**config.mk**
```make
export PLATFORM = sky130hd
export DESIGN_NAME = voxel_grid_tetrahedralizer
export DESIGN_NICKNAME = d
export VERILOG_FILES = /design/src/rtl/vgt_pkg.sv /design/src/rtl/vgt_front.sv /design/src/rtl/vgt_fifo.sv /design/src/rtl/vgt_back.sv /design/src/rtl/voxel_grid_tetrahedralizer.sv
export SDC_FILE = /design/constraint.sdc
export NUM_CORES = 2
export LEC_CHECK = 0
export BUFFER_PORTS_ARGS = -buffer_cell sky130_fd_sc_hd__buf_4
export CORE_MARGIN = 2
export CORE_UTILIZATION = 55
export DETAILED_ROUTE_END_ITERATION = 10
export HOLD_SLACK_MARGIN = 0.02
export PLACE_DENSITY_LB_ADDON = 0.08
export SLEW_MARGIN = 10
export SYNTH_ARGS = -nofsm -noshare
export SYNTH_HDL_FRONTEND = slang
export SYNTH_HIERARCHICAL = 1
export SYNTH_SLANG_ARGS = --single-unit
```
**constraint.sdc**
```tcl
create_clock -name clk_i -period 11.75 [get_ports clk_i]
set_clock_uncertainty 0.1 [all_clocks]
set_input_delay 1.7625 -clock clk_i [delete_from_list [all_inputs] [get_ports clk_i]]
set_output_delay 1.7625 -clock clk_i [all_outputs]
set_load 0.02 [all_outputs]
```
**src/rtl/vgt_pkg.sv**
```systemverilog
package vgt_pkg;

  localparam int unsigned MaxCells     = 1023;
  localparam int unsigned LabelBits    = 16;
  localparam int unsigned CellW        = 10;
  localparam int unsigned LabelW       = 16;
  localparam int unsigned IdxW         = 30;
  localparam int unsigned StrideYW     = 11;
  localparam int unsigned StrideZW     = 21;
  localparam int unsigned TetsPerVoxel = 5;
  localparam int unsigned FifoDepth    = 4;

  localparam logic [LabelW-1:0] LabelMask =
    (LabelBits >= LabelW) ? {LabelW{1'b1}} : LabelW'((64'd1 << LabelBits) - 64'd1);

  localparam logic [2:0] LastTet = 3'(TetsPerVoxel - 1);

  typedef enum logic [1:0] {
    CfgCellsX = 2'd0,
    CfgCellsY = 2'd1,
    CfgCellsZ = 2'd2
  } cfg_index_e;

  typedef struct packed {
    logic [CellW-1:0] x;
    logic [CellW-1:0] y;
    logic [CellW-1:0] z;
  } cells_t;

  // One voxel as handed from the front to the back
  typedef struct packed {
    logic [IdxW-1:0]     base;
    logic [StrideYW-1:0] sy;
    logic [StrideZW-1:0] sz;
    logic [LabelW-1:0]   label;
    logic                odd;
    logic                last;
  } voxel_t;

  // One tetrahedron result
  typedef struct packed {
    logic [IdxW-1:0]   corner_a;
    logic [IdxW-1:0]   corner_b;
    logic [IdxW-1:0]   corner_c;
    logic [IdxW-1:0]   corner_d;
    logic [LabelW-1:0] label;
    logic              voxel_done;
    logic              grid_done;
  } tet_t;

  // Zero acts as one, values above the limit clamp to it
  function automatic logic [CellW-1:0] eff_cells(input logic [CellW-1:0] r);
    logic [CellW-1:0] v;
    v = r;
    if (v == '0) v = CellW'(1);
    if (32'(v) > MaxCells) v = CellW'(MaxCells);
    return v;
  endfunction

  // Corner codes of one tetrahedron, a in [11:9] down to d in [2:0].
  // Code bit 0 is +x, bit 1 is +y, bit 2 is +z.
  function automatic logic [11:0] split_codes(input logic odd, input logic [2:0] tet);
    logic [11:0] c;
    case ({odd, tet})
      4'b0_000: c = {3'd0, 3'd4, 3'd5, 3'd6};
      4'b0_001: c = {3'd0, 3'd6, 3'd3, 3'd2};
      4'b0_010: c = {3'd0, 3'd1, 3'd3, 3'd5};
      4'b0_011: c = {3'd7, 3'd5, 3'd6, 3'd3};
      4'b0_100: c = {3'd0, 3'd3, 3'd6, 3'd5};
      4'b1_000: c = {3'd0, 3'd4, 3'd1, 3'd2};
      4'b1_001: c = {3'd2, 3'd3, 3'd7, 3'd1};
      4'b1_010: c = {3'd6, 3'd2, 3'd7, 3'd4};
      4'b1_011: c = {3'd5, 3'd1, 3'd4, 3'd7};
      4'b1_100: c = {3'd4, 3'd1, 3'd2, 3'd7};
      default:  c = '0;
    endcase
    return c;
  endfunction

endpackage

```
**src/rtl/vgt_front.sv**
```systemverilog
module vgt_front #(
  parameter int unsigned Depth = vgt_pkg::FifoDepth
) (
  input  logic                           clk_i,
  input  logic                           rst_ni,
  input  vgt_pkg::cells_t                cells_i,
  input  logic                           push_i,
  input  logic [vgt_pkg::LabelW-1:0]     label_i,
  output logic                           full_o,
  input  logic [$clog2(Depth+1)-1:0]     level_i,
  output logic                           q_push_o,
  output vgt_pkg::voxel_t                q_data_o
);

  localparam int unsigned CW = vgt_pkg::CellW;

  logic [CW-1:0] cx, cy, cz;
  logic [CW-1:0] pos_x_q, pos_x_d, pos_y_q, pos_y_d, pos_z_q, pos_z_d;
  logic          last_x, last_y, last_z;
  logic          accept;
  logic [vgt_pkg::StrideYW-1:0] sy;
  logic [vgt_pkg::StrideZW-1:0] sz_full;
  logic [20:0]                  ysy;

  // Stage A
  logic                         a_v_q;
  logic [CW-1:0]                a_x_q, a_z_q;
  logic [20:0]                  a_ysy_q;
  logic [vgt_pkg::StrideYW-1:0] a_sy_q;
  logic [vgt_pkg::StrideZW-1:0] a_sz_q;
  logic [vgt_pkg::LabelW-1:0]   a_label_q;
  logic                         a_odd_q, a_last_q;

  // Stage B
  logic                         b_v_q;
  logic [21:0]                  b_xy_q;
  logic [vgt_pkg::IdxW-1:0]     b_zsz_q;
  logic [vgt_pkg::StrideYW-1:0] b_sy_q;
  logic [vgt_pkg::StrideZW-1:0] b_sz_q;
  logic [vgt_pkg::LabelW-1:0]   b_label_q;
  logic                         b_odd_q, b_last_q;

  assign cx = vgt_pkg::eff_cells(cells_i.x);
  assign cy = vgt_pkg::eff_cells(cells_i.y);
  assign cz = vgt_pkg::eff_cells(cells_i.z);

  // Reserve a queue slot for every voxel still in the pipeline
  assign full_o = (32'(level_i) + 32'(a_v_q) + 32'(b_v_q)) >= Depth;
  assign accept = push_i && !full_o;

  assign last_x = ({1'b0, pos_x_q} + 11'd1) >= {1'b0, cx};
  assign last_y = ({1'b0, pos_y_q} + 11'd1) >= {1'b0, cy};
  assign last_z = ({1'b0, pos_z_q} + 11'd1) >= {1'b0, cz};

  always_comb begin
    pos_x_d = pos_x_q;
    pos_y_d = pos_y_q;
    pos_z_d = pos_z_q;
    if (accept) begin
      if (!last_x) begin
        pos_x_d = pos_x_q + CW'(1);
      end else begin
        pos_x_d = '0;
        if (!last_y) begin
          pos_y_d = pos_y_q + CW'(1);
        end else begin
          pos_y_d = '0;
          pos_z_d = last_z ? '0 : pos_z_q + CW'(1);
        end
      end
    end
  end

  assign sy      = {1'b0, cx} + 11'd1;
  assign sz_full = 21'(sy) * 21'({1'b0, cy} + 11'd1);
  assign ysy     = 21'(pos_y_q) * 21'(sy);

  always_ff @(posedge clk_i or negedge rst_ni) begin
    if (!rst_ni) begin
      pos_x_q <= '0;
      pos_y_q <= '0;
      pos_z_q <= '0;
      a_v_q   <= 1'b0;
      b_v_q   <= 1'b0;
    end else begin
      pos_x_q <= pos_x_d;
      pos_y_q <= pos_y_d;
      pos_z_q <= pos_z_d;
      a_v_q   <= accept;
      b_v_q   <= a_v_q;
    end
  end

  always_ff @(posedge clk_i) begin
    if (accept) begin
      a_x_q     <= pos_x_q;
      a_z_q     <= pos_z_q;
      a_ysy_q   <= ysy;
      a_sy_q    <= sy;
      a_sz_q    <= sz_full;
      a_label_q <= label_i & vgt_pkg::LabelMask;
      a_odd_q   <= pos_x_q[0] ^ pos_y_q[0] ^ pos_z_q[0];
      a_last_q  <= last_x && last_y && last_z;
    end
    if (a_v_q) begin
      b_xy_q    <= 22'(a_x_q) + 22'(a_ysy_q);
      b_zsz_q   <= vgt_pkg::IdxW'(a_z_q) * vgt_pkg::IdxW'(a_sz_q);
      b_sy_q    <= a_sy_q;
      b_sz_q    <= a_sz_q;
      b_label_q <= a_label_q;
      b_odd_q   <= a_odd_q;
      b_last_q  <= a_last_q;
    end
  end

  assign q_push_o       = b_v_q;
  assign q_data_o.base  = vgt_pkg::IdxW'(b_xy_q) + b_zsz_q;
  assign q_data_o.sy    = b_sy_q;
  assign q_data_o.sz    = b_sz_q;
  assign q_data_o.label = b_label_q;
  assign q_data_o.odd   = b_odd_q;
  assign q_data_o.last  = b_last_q;

endmodule

```
**src/rtl/vgt_fifo.sv**
```systemverilog
module vgt_fifo #(
  parameter int unsigned Depth = vgt_pkg::FifoDepth
) (
  input  logic                       clk_i,
  input  logic                       rst_ni,
  input  logic                       push_i,
  input  vgt_pkg::voxel_t            push_data_i,
  input  logic                       pop_i,
  output logic                       empty_o,
  output vgt_pkg::voxel_t            head_o,
  output logic [$clog2(Depth+1)-1:0] level_o
);

  localparam int unsigned PtrW = (Depth > 1) ? $clog2(Depth) : 1;
  localparam int unsigned LvlW = $clog2(Depth + 1);

  vgt_pkg::voxel_t mem_q [Depth];
  logic [PtrW-1:0] wr_ptr_q, rd_ptr_q;
  logic [LvlW-1:0] level_q;
  logic            do_pop;

  assign do_pop  = pop_i && (level_q != '0);
  assign empty_o = (level_q == '0);
  assign head_o  = mem_q[rd_ptr_q];
  assign level_o = level_q;

  always_ff @(posedge clk_i or negedge rst_ni) begin
    if (!rst_ni) begin
      wr_ptr_q <= '0;
      rd_ptr_q <= '0;
      level_q  <= '0;
    end else begin
      if (push_i) begin
        wr_ptr_q <= (32'(wr_ptr_q) == Depth - 1) ? '0 : wr_ptr_q + PtrW'(1);
      end
      if (do_pop) begin
        rd_ptr_q <= (32'(rd_ptr_q) == Depth - 1) ? '0 : rd_ptr_q + PtrW'(1);
      end
      level_q <= level_q + LvlW'(push_i) - LvlW'(do_pop);
    end
  end

  always_ff @(posedge clk_i) begin
    if (push_i) mem_q[wr_ptr_q] <= push_data_i;
  end

endmodule

```
**src/rtl/vgt_back.sv**
```systemverilog
module vgt_back (
  input  logic            clk_i,
  input  logic            rst_ni,
  input  logic            q_empty_i,
  input  vgt_pkg::voxel_t q_head_i,
  output logic            q_pop_o,
  input  logic            pop_i,
  output logic            empty_o,
  output vgt_pkg::tet_t   tet_o
);

  localparam int unsigned IW = vgt_pkg::IdxW;

  vgt_pkg::voxel_t cur_q;
  logic            cur_v_q, cur_v_d;
  logic [2:0]      tet_q, tet_d;
  logic            out_v_q, out_v_d;
  logic            out_load, emit, load_cur;
  logic [11:0]     codes;
  vgt_pkg::tet_t   res_q, res_d;

  function automatic logic [IW-1:0] corner(input vgt_pkg::voxel_t e, input logic [2:0] code);
    logic [IW-1:0] v;
    v = e.base + IW'(code[0]);
    if (code[1]) v = v + IW'(e.sy);
    if (code[2]) v = v + IW'(e.sz);
    return v;
  endfunction

  assign out_load = !out_v_q || pop_i;
  assign emit     = out_load && cur_v_q;
  // Fetch the next voxel when none is held or while the current one issues its last tetrahedron
  assign load_cur = out_load && !q_empty_i && (!cur_v_q || tet_q == vgt_pkg::LastTet);
  assign q_pop_o  = load_cur;

  assign codes = vgt_pkg::split_codes(cur_q.odd, tet_q);

  always_comb begin
    res_d.corner_a   = corner(cur_q, codes[11:9]);
    res_d.corner_b   = corner(cur_q, codes[8:6]);
    res_d.corner_c   = corner(cur_q, codes[5:3]);
    res_d.corner_d   = corner(cur_q, codes[2:0]);
    res_d.label      = cur_q.label;
    res_d.voxel_done = (tet_q == vgt_pkg::LastTet);
    res_d.grid_done  = (tet_q == vgt_pkg::LastTet) && cur_q.last;
  end

  always_comb begin
    out_v_d = out_load ? cur_v_q : out_v_q;
    cur_v_d = cur_v_q;
    tet_d   = tet_q;
    if (emit) begin
      tet_d = (tet_q == vgt_pkg::LastTet) ? 3'd0 : tet_q + 3'd1;
      if (tet_q == vgt_pkg::LastTet) cur_v_d = load_cur;
    end else if (load_cur) begin
      cur_v_d = 1'b1;
    end
  end

  always_ff @(posedge clk_i or negedge rst_ni) begin
    if (!rst_ni) begin
      cur_v_q <= 1'b0;
      tet_q   <= 3'd0;
      out_v_q <= 1'b0;
    end else begin
      cur_v_q <= cur_v_d;
      tet_q   <= tet_d;
      out_v_q <= out_v_d;
    end
  end

  always_ff @(posedge clk_i) begin
    if (load_cur) cur_q <= q_head_i;
    if (emit) res_q <= res_d;
  end

  assign empty_o = !out_v_q;
  assign tet_o   = res_q;

endmodule

```
**src/rtl/voxel_grid_tetrahedralizer.sv**
```systemverilog
// Channel   Direction  Handshake                 Payload
// input     in         push / full               voxel_label_i
// result    out        empty / pop               corner_a_o..corner_d_o, tet_label_o,
//                                                voxel_done_o, grid_done_o
// config    in         cfg_valid_i / cfg_ready_o cfg_index_i, cfg_data_i
//
// Each voxel yields five tetrahedra, one per cycle from the back end while results are
// popped and voxels wait in the queue; the single result port limits the voxel rate.
// After its input transfer the first tetrahedron passes front stages A and B, the queue,
// the current-voxel register and the output register. Reset clears the position, the
// queue and the output and sets the cell counts to one. A stalled result port fills the
// queue; full rises once queue and front stages hold FIFO_DEPTH voxels.
module voxel_grid_tetrahedralizer #(
  parameter int unsigned FIFO_DEPTH = vgt_pkg::FifoDepth
) (
  input  logic                          clk_i,
  input  logic                          rst_ni,
  // input queue side
  input  logic                          push,
  output logic                          full,
  input  logic [vgt_pkg::LabelW-1:0]    voxel_label_i,
  // result queue side
  output logic                          empty,
  input  logic                          pop,
  output logic [vgt_pkg::IdxW-1:0]      corner_a_o,
  output logic [vgt_pkg::IdxW-1:0]      corner_b_o,
  output logic [vgt_pkg::IdxW-1:0]      corner_c_o,
  output logic [vgt_pkg::IdxW-1:0]      corner_d_o,
  output logic [vgt_pkg::LabelW-1:0]    tet_label_o,
  output logic                          voxel_done_o,
  output logic                          grid_done_o,
  // configuration
  input  logic                          cfg_valid_i,
  output logic                          cfg_ready_o,
  input  logic [1:0]                    cfg_index_i,
  input  logic [vgt_pkg::CellW-1:0]     cfg_data_i
);

  vgt_pkg::cells_t                    cells_q;
  logic                               q_push, q_pop, q_empty;
  vgt_pkg::voxel_t                    q_data, q_head;
  logic [$clog2(FIFO_DEPTH+1)-1:0]    q_level;
  vgt_pkg::tet_t                      tet;

  // The user keeps the block idle whenever config writes come; nothing here checks it
  assign cfg_ready_o = 1'b1;

  always_ff @(posedge clk_i or negedge rst_ni) begin
    if (!rst_ni) begin
      cells_q.x <= vgt_pkg::CellW'(1);
      cells_q.y <= vgt_pkg::CellW'(1);
      cells_q.z <= vgt_pkg::CellW'(1);
    end else if (cfg_valid_i) begin
      unique case (cfg_index_i)
        vgt_pkg::CfgCellsX: cells_q.x <= cfg_data_i;
        vgt_pkg::CfgCellsY: cells_q.y <= cfg_data_i;
        vgt_pkg::CfgCellsZ: cells_q.z <= cfg_data_i;
        default: ;  // drop writes to unknown registers
      endcase
    end
  end

  // Front: walk the raster position and compute the voxel's base vertex
  vgt_front #(
    .Depth (FIFO_DEPTH)
  ) u_front (
    .clk_i    (clk_i),
    .rst_ni   (rst_ni),
    .cells_i  (cells_q),
    .push_i   (push),
    .label_i  (voxel_label_i),
    .full_o   (full),
    .level_i  (q_level),
    .q_push_o (q_push),
    .q_data_o (q_data)
  );

  // Queue decoupling the front from the tetrahedron issue
  vgt_fifo #(
    .Depth (FIFO_DEPTH)
  ) u_fifo (
    .clk_i       (clk_i),
    .rst_ni      (rst_ni),
    .push_i      (q_push),
    .push_data_i (q_data),
    .pop_i       (q_pop),
    .empty_o     (q_empty),
    .head_o      (q_head),
    .level_o     (q_level)
  );

  // Back: issue five tetrahedra per voxel into the output register
  vgt_back u_back (
    .clk_i     (clk_i),
    .rst_ni    (rst_ni),
    .q_empty_i (q_empty),
    .q_head_i  (q_head),
    .q_pop_o   (q_pop),
    .pop_i     (pop),
    .empty_o   (empty),
    .tet_o     (tet)
  );

  assign corner_a_o   = tet.corner_a;
  assign corner_b_o   = tet.corner_b;
  assign corner_c_o   = tet.corner_c;
  assign corner_d_o   = tet.corner_d;
  assign tet_label_o  = tet.label;
  assign voxel_done_o = tet.voxel_done;
  assign grid_done_o  = tet.grid_done;

`ifndef ASSERT_OFF
  // The credit check on full must keep the queue from overflowing
  a_level_bound: assert property (@(posedge clk_i) disable iff (!rst_ni)
    32'(q_level) <= FIFO_DEPTH)
    else $error("voxel queue overflow");

  // The grid end flag only comes with the last tetrahedron of a voxel
  a_grid_in_voxel: assert property (@(posedge clk_i) disable iff (!rst_ni)
    (!empty && grid_done_o) |-> voxel_done_o)
    else $error("grid_done without voxel_done");

  // Tetrahedra of one voxel carry one label
  a_label_kept: assert property (@(posedge clk_i) disable iff (!rst_ni)
    (!empty && pop && !voxel_done_o) |=> (empty || tet_label_o == $past(tet_label_o)))
    else $error("label changed inside a voxel");
`endif

endmodule
```
## Word level (Yosys, flattened, before mapping)

Memories as Yosys holds them, arrays and structs flattened. A register that Yosys moved wholly into a read port is not among the register bits.
Cells that the tools add are included.

| storage, ports and cells | value |
|---|---|
| flip-flop bits (word level) | 405 |
| memory bits (writable) | 320 |
| bits in read-only memories | 192 |
| bits of input ports | 33 |
| output and inout port bits | 141 |
| logic and storage cells | 131 |
| memories | 2 |

| cells by class | value |
|---|---|
| add/sub/neg operators | 29 |
| $mul | 3 |
| order comparisons | 4 |
| eq/ne operators | 6 |
| mux-type cells | 22 |
| bitwise operators | 2 |
| reductions and logical operators | 27 |

Memory list:

| name | words | width | read ports | clocked after Yosys merged registers in | wr ports | line | source |
|---|---|---|---|---|---|---|---|
| u_fifo.mem_q | 4 | 80 | 1 | 1 | 1 | vgt_fifo.sv:17 | `vgt_pkg::voxel_t mem_q [Depth];` |
| (name not given) | 16 | 12 | 1 | 0 | 0 | vgt_pkg.sv:64 | `case ({odd, tet})` |

Operator list:

| kind | number |
|---|---|
| $mux 30 | 8 |
| $add 30x1->30 | 4 |
| $add 30x11->30 | 4 |
| $add 30x21->30 | 4 |
| $mux 10 | 6 |
| $add 10x1->11 const B | 5 |
| $ge 11x10->1 | 3 |
| $add 32x1->32 | 1 |
| $ge 32x3->1 const B | 1 |
| $add 10x1->10 const B | 3 |
| $add 22x30->30 | 1 |
| $logic_not 10->1 | 3 |
| $mul 10x21->30 | 1 |
| $add 10x21->22 | 1 |
| $mul 10x11->21 | 1 |
| $mul 11x21->21 | 1 |
| $reduce_and 2->1 | 5 |
| $logic_and 1x1->1 | 8 |
| $eq 2x2->1 const B | 3 |
| $mux 1 | 5 |
| $add 2x1->2 const B | 2 |
| $add 3x1->4 | 1 |
| $logic_not 1->1 | 4 |
| $mux 2 | 2 |
| 14 further kinds | 16 |

## Depth between registers and ports, before layout

| depth | value |
|---|---|
| depth after elaboration | 6 |
| depth in mapped cells | 30 |
| depth with buffers taken out | 30 |

## Modules after synthesis

The synthesis kept the hierarchy.

Modules (own cells, without submodules):

| module | instances | cells each | area an instance (um2) | sequential area each (um2) |
|---|---|---|---|---|
| vgt_front | 1 | 2,462 | 24,398.4 | 6,596.3 |
| vgt_back | 1 | 1,910 | 17,894.7 | 6,671.4 |
| vgt_fifo | 1 | 455 | 12,035.3 | 9,784.4 |
| voxel_grid_tetrahedralizer | 1 | 68 | 1,239.9 | 754.5 |

## Worst setup path before layout

No wires, ideal clock.

| timing path | value |
|---|---|
| path kind | input to register |
| from | input port pop |
| to | register u_fifo.level_q[2] (netlist: u_fifo/level_o[2]) |
| library setup time | 126 ps |
| arrival | 9,858 ps |
| required time | 11,524 ps |
| slack | 1,666 ps |
| stages | 11 |
| buffers on the path | 0 |
| cells stage by stage | nor2_1 a211oi_1 o31ai_1 inv_1 ha_1 inv_1 ha_1 inv_1 fa_1 xnor2_1 xnor2_1 |

| on the way | value |
|---|---|
| word-level cells in the longest chain between the ends | 5 |

Ends and longest elaborated chain:

| what | line | source |
|---|---|---|
| start, declared | voxel_grid_tetrahedralizer.sv:24 | `input logic pop,` |
| $logic_or 1x1->1 | vgt_back.sv:30 | `assign out_load = !out_v_q \|\| pop_i;` |
| $logic_and 1x1->1 (2 in a row) | vgt_back.sv:33 | `assign load_cur = out_load && !q_empty_i && (!cur_v_q \|\| tet_q == vgt_pkg::LastTet);` |
| via q_pop | voxel_grid_tetrahedralizer.sv:40 | `logic q_push, q_pop, q_empty;` |
| $logic_and 1x1->1 | vgt_fifo.sv:22 | `assign do_pop = pop_i && (level_q != '0);` |
| via u_fifo.do_pop | vgt_fifo.sv:20 | `logic do_pop;` |
| $sub 3x1->3 | vgt_fifo.sv:39 | `level_q <= level_q + LvlW'(push_i) - LvlW'(do_pop);` |
| end signal, assigned | vgt_fifo.sv:39 |  |
| end, declared | vgt_fifo.sv:19 | `logic [LvlW-1:0] level_q;` |

The timed path passes the listed nets, and every way through them passes these cells.
A chain may end at the register's enable or synchronous reset.

==> summary.txt <==
Outcome
  • Status: completed

Worst setup path
  • R2R setup slack: slightly above 4 ns
  • Largest stage delay on the critical path: 0.49 ns
  • R2R depth: 28
  • CP Capture Type: flip-flop
  • Crit path kind: reg2reg
  • Crit-path slowest cell: a2111oi_0
  • RR Endpoint: u_back/tet_o[40]
  • Required time of the worst setup path: 12.06 ns
  • Worst r2r src: u_back/tet_q[1]
  • CP startpoint kind: flip-flop
  • Critical path arrival: 8.00 ns
  • Max FO, Critical Path: 7
  • Most Frequent Cell on Critical Path: ha_1

Timing
  • Fin Setup TNS: 0 ns
  • Slew headroom: 0.1658
  • Slew of the pin with the lowest slew margin: 1.242 ns
  • Crit path time final: 7.694 ns
  • RSZ-0062 raised after global routing: false
  • Setup violation total in the final timing report: 0
  • FMAX: approximately 130 MHz
  • Final period util: 0.6548
  • Fin. Hold Viols: 0
  • Final Max Tran Viols: 0

GRT
  • Pin count of the biggest net entering global routing: 78
  • Initial antenna violation count: 0
  • Vias in the first global route: 37300
  • First-pass GRT wire length: 206200 µm
  • GRT Total Usage: 0.2549
  • Total gr overflow: 0

Die
  • Die Span Y: between 300 and 400 µm
  • I/O Pins: 174
  • Row count: 116
  • Die span in x: 321.9 µm
  • Starting Density: 0.5549
  • Die area: between 0.1 and 0.15 mm²
  • Core ar.: between 0.1 and 0.15 mm²

Final layout
  • Nets: 5729
  • Area Overhead vs Synth: 9.164%
  • Layout cells sized above 1: 0.1088
  • ANT cells: 0
  • Commonest non-fill, non-tap cell in the layout: edfxtp_1
  • Most frequent cells in the layout: edfxtp_1 (731), nand2_1 (506), inv_1 (438)

Routing
  • Routed wire length: 128000 µm
  • DR vias/cell: 5.735
  • DRC viols: 0
  • Wire length per cell: 20.09 µm
  • Initial detailed-routing violation count: 2478
  • Final ANT Viol Nets: 0
  • Via count: between 30000 and 40000
  • First drt pass iteration count: 6

Clock tree
  • H-tree Lvls: 3
  • Clock sinks: 805
  • Worst-skew pair later-pin latency: 0.69 ns
  • TritonCTS clock tree: done
  • Setup bufs post-CTS: 0
  • Post-cts hold buffer count: 0
  • CTS Buf Count: 85
  • CTS resizes: 0
  • Clock-pin transition on the worst setup and hold timing paths: 0.06 ns
  • Max clock buf depth: 3
  • Clock root cell: clkbuf_16

Synth
  • Syn Area/Cell: between 10 and 15 µm²
  • Leading area contributor after synthesis: edfxtp_1
  • EDFF count, synth: 731
  • Ys flop type: edfxtp_1
  • Seq cells post-synth: 805
  • Top cell type's share of synthesized area: 0.3950
  • Post-Syn Nets: 5619
  • Sequential fraction of the synthesis area: 0.4284
  • Post-synthesis cell area: 0.05557 mm²
  • Largest cells by area after synthesis: edfxtp_1 (40%), fa_1 (11%), ha_1 (8.6%)
  • Post-synth ARST share: 0.09193
  • Yosys cell types: 114
  • Mapped Cells: around 4900
  • Warnings from Yosys: 6

Min path
  • Hold endpoint: u_front/b_sy_q[5]
  • Hold path depth: 0
  • HP Class: reg2reg
  • Hold Startpoint: u_front/a_sy_q[5]

Job
  • Max-Cap Viols: 0

Placed design
  • Routability cong.: 0.9212
  • DPL Wire Length: 96350 µm
  • Port Buffer Count: 172
-- per-stage QoR --
stage	instance area (µm²)	setup WS [ns]	util	hold slack, ns	std cells
global route	60660	3.319	0.6057	0.3117	6372
detailed placement	57870	4.100	0.5779	0.3045	6216
finish	60660	4.056	0.6057	0.3008	6372
floorplan	55570	1.666	-	0.3003	4895
CTS	60660	4.059	0.6057	0.3064	6372
global placement	57870	4.272	0.5779	0.3014	6216
-- sequential cells by signal, indices dropped and copies added (netlist names), 2 cells and up --
register,count
u_front/b_xy_q,22
u_back/tet_q,3
u_front/pos_y_q,10
u_back/tet_o,138
u_front/a_sz_q,21
u_front/pos_x_q,10
u_front/a_ysy_q,21
u_front/a_sy_q,11
u_front/a_z_q,10
u_fifo/rd_ptr_q,2
u_fifo/mem_q,320
u_front/a_label_q,16
u_front/b_sy_q,11
u_fifo/wr_ptr_q,2
u_front/b_label_q,16
u_front/a_x_q,10
u_front/b_sz_q,21
cells_q,30
u_front/b_zsz_q,30
u_front/pos_z_q,10
u_fifo/level_o,3
u_back/cur_q,80
-- worst max-delay path by stage --
stage,endpoint,cells after the start,from,slack (ns)
floorplan,u_fifo/level_o[2],11,pop,1.67
global placement,u_back/tet_o[40],28,u_back/tet_q[1],4.27
detailed placement,u_back/tet_o[40],28,u_back/tet_q[1],4.10
CTS,u_back/tet_o[40],28,u_back/tet_q[1],4.06
global route,u_back/tet_o[40],28,u_back/tet_q[1],3.32
finish,u_back/tet_o[40],28,u_back/tet_q[1],4.06
-- worst max-delay path: cells and delay by family, from the launching register on --
family                     cells  cell delay (ns)
adders and majority gates      5             1.33
AOI/OAI and AO/OA             13             3.84
and+or+nand+nor                5             0.87
DFF                            1             0.44
xor gates and xnor gates       3             0.59
buffers and inverters          2             0.27
-- layout make-up --
type,count,area [µm²]
fillers,8237,39490
clock inverters,41,478.0
flip-flops and latches,805,23820
clock buffers,115,2310
well taps,1298,1624
multi-input cells,3467,29240
repair buffers,203,1524
inverters,443,1670
-- per-layer routing --
metal  routed length [µm]  vias up  global-route usage
met4                 3074        0             0.06937
met5                    0        -                   0
met3                 5550      204             0.03213
li1                     -    17400                   -
met1                55720    18120              0.3368
met2                63660      817              0.4437
-- synth_stat cells (36+ instances only) --
cell	n
a21o_1	74
a21oi_1	194
and2_1	180
clkbuf_1	129
dfrtp_1	71
edfxtp_1	731
fa_1	308
ha_1	383
inv_1	440
mux4_2	80
nand2_1	506
nand2b_1	48
nand3_1	88
nand4_1	37
nor2_1	310
nor2b_1	43
nor3_1	75
o21a_1	39
o21ai_0	182
or3_1	36
xnor2_1	277
xor2_1	131
-- cells by family after synthesis --
logic type      after synthesis  synth area share
compound gates              748           0.08739
xor+xnor                    409           0.06460
fa+ha+maj                   691            0.1972
buf+inv                     623           0.04623
flops                       805            0.4284
mux                         141           0.04584
other cells                   1        0.00006748
simple gates               1477            0.1303
Power is not shown: default switching activity piles up to over one toggle a cycle in this logic, so the estimate is an artifact.
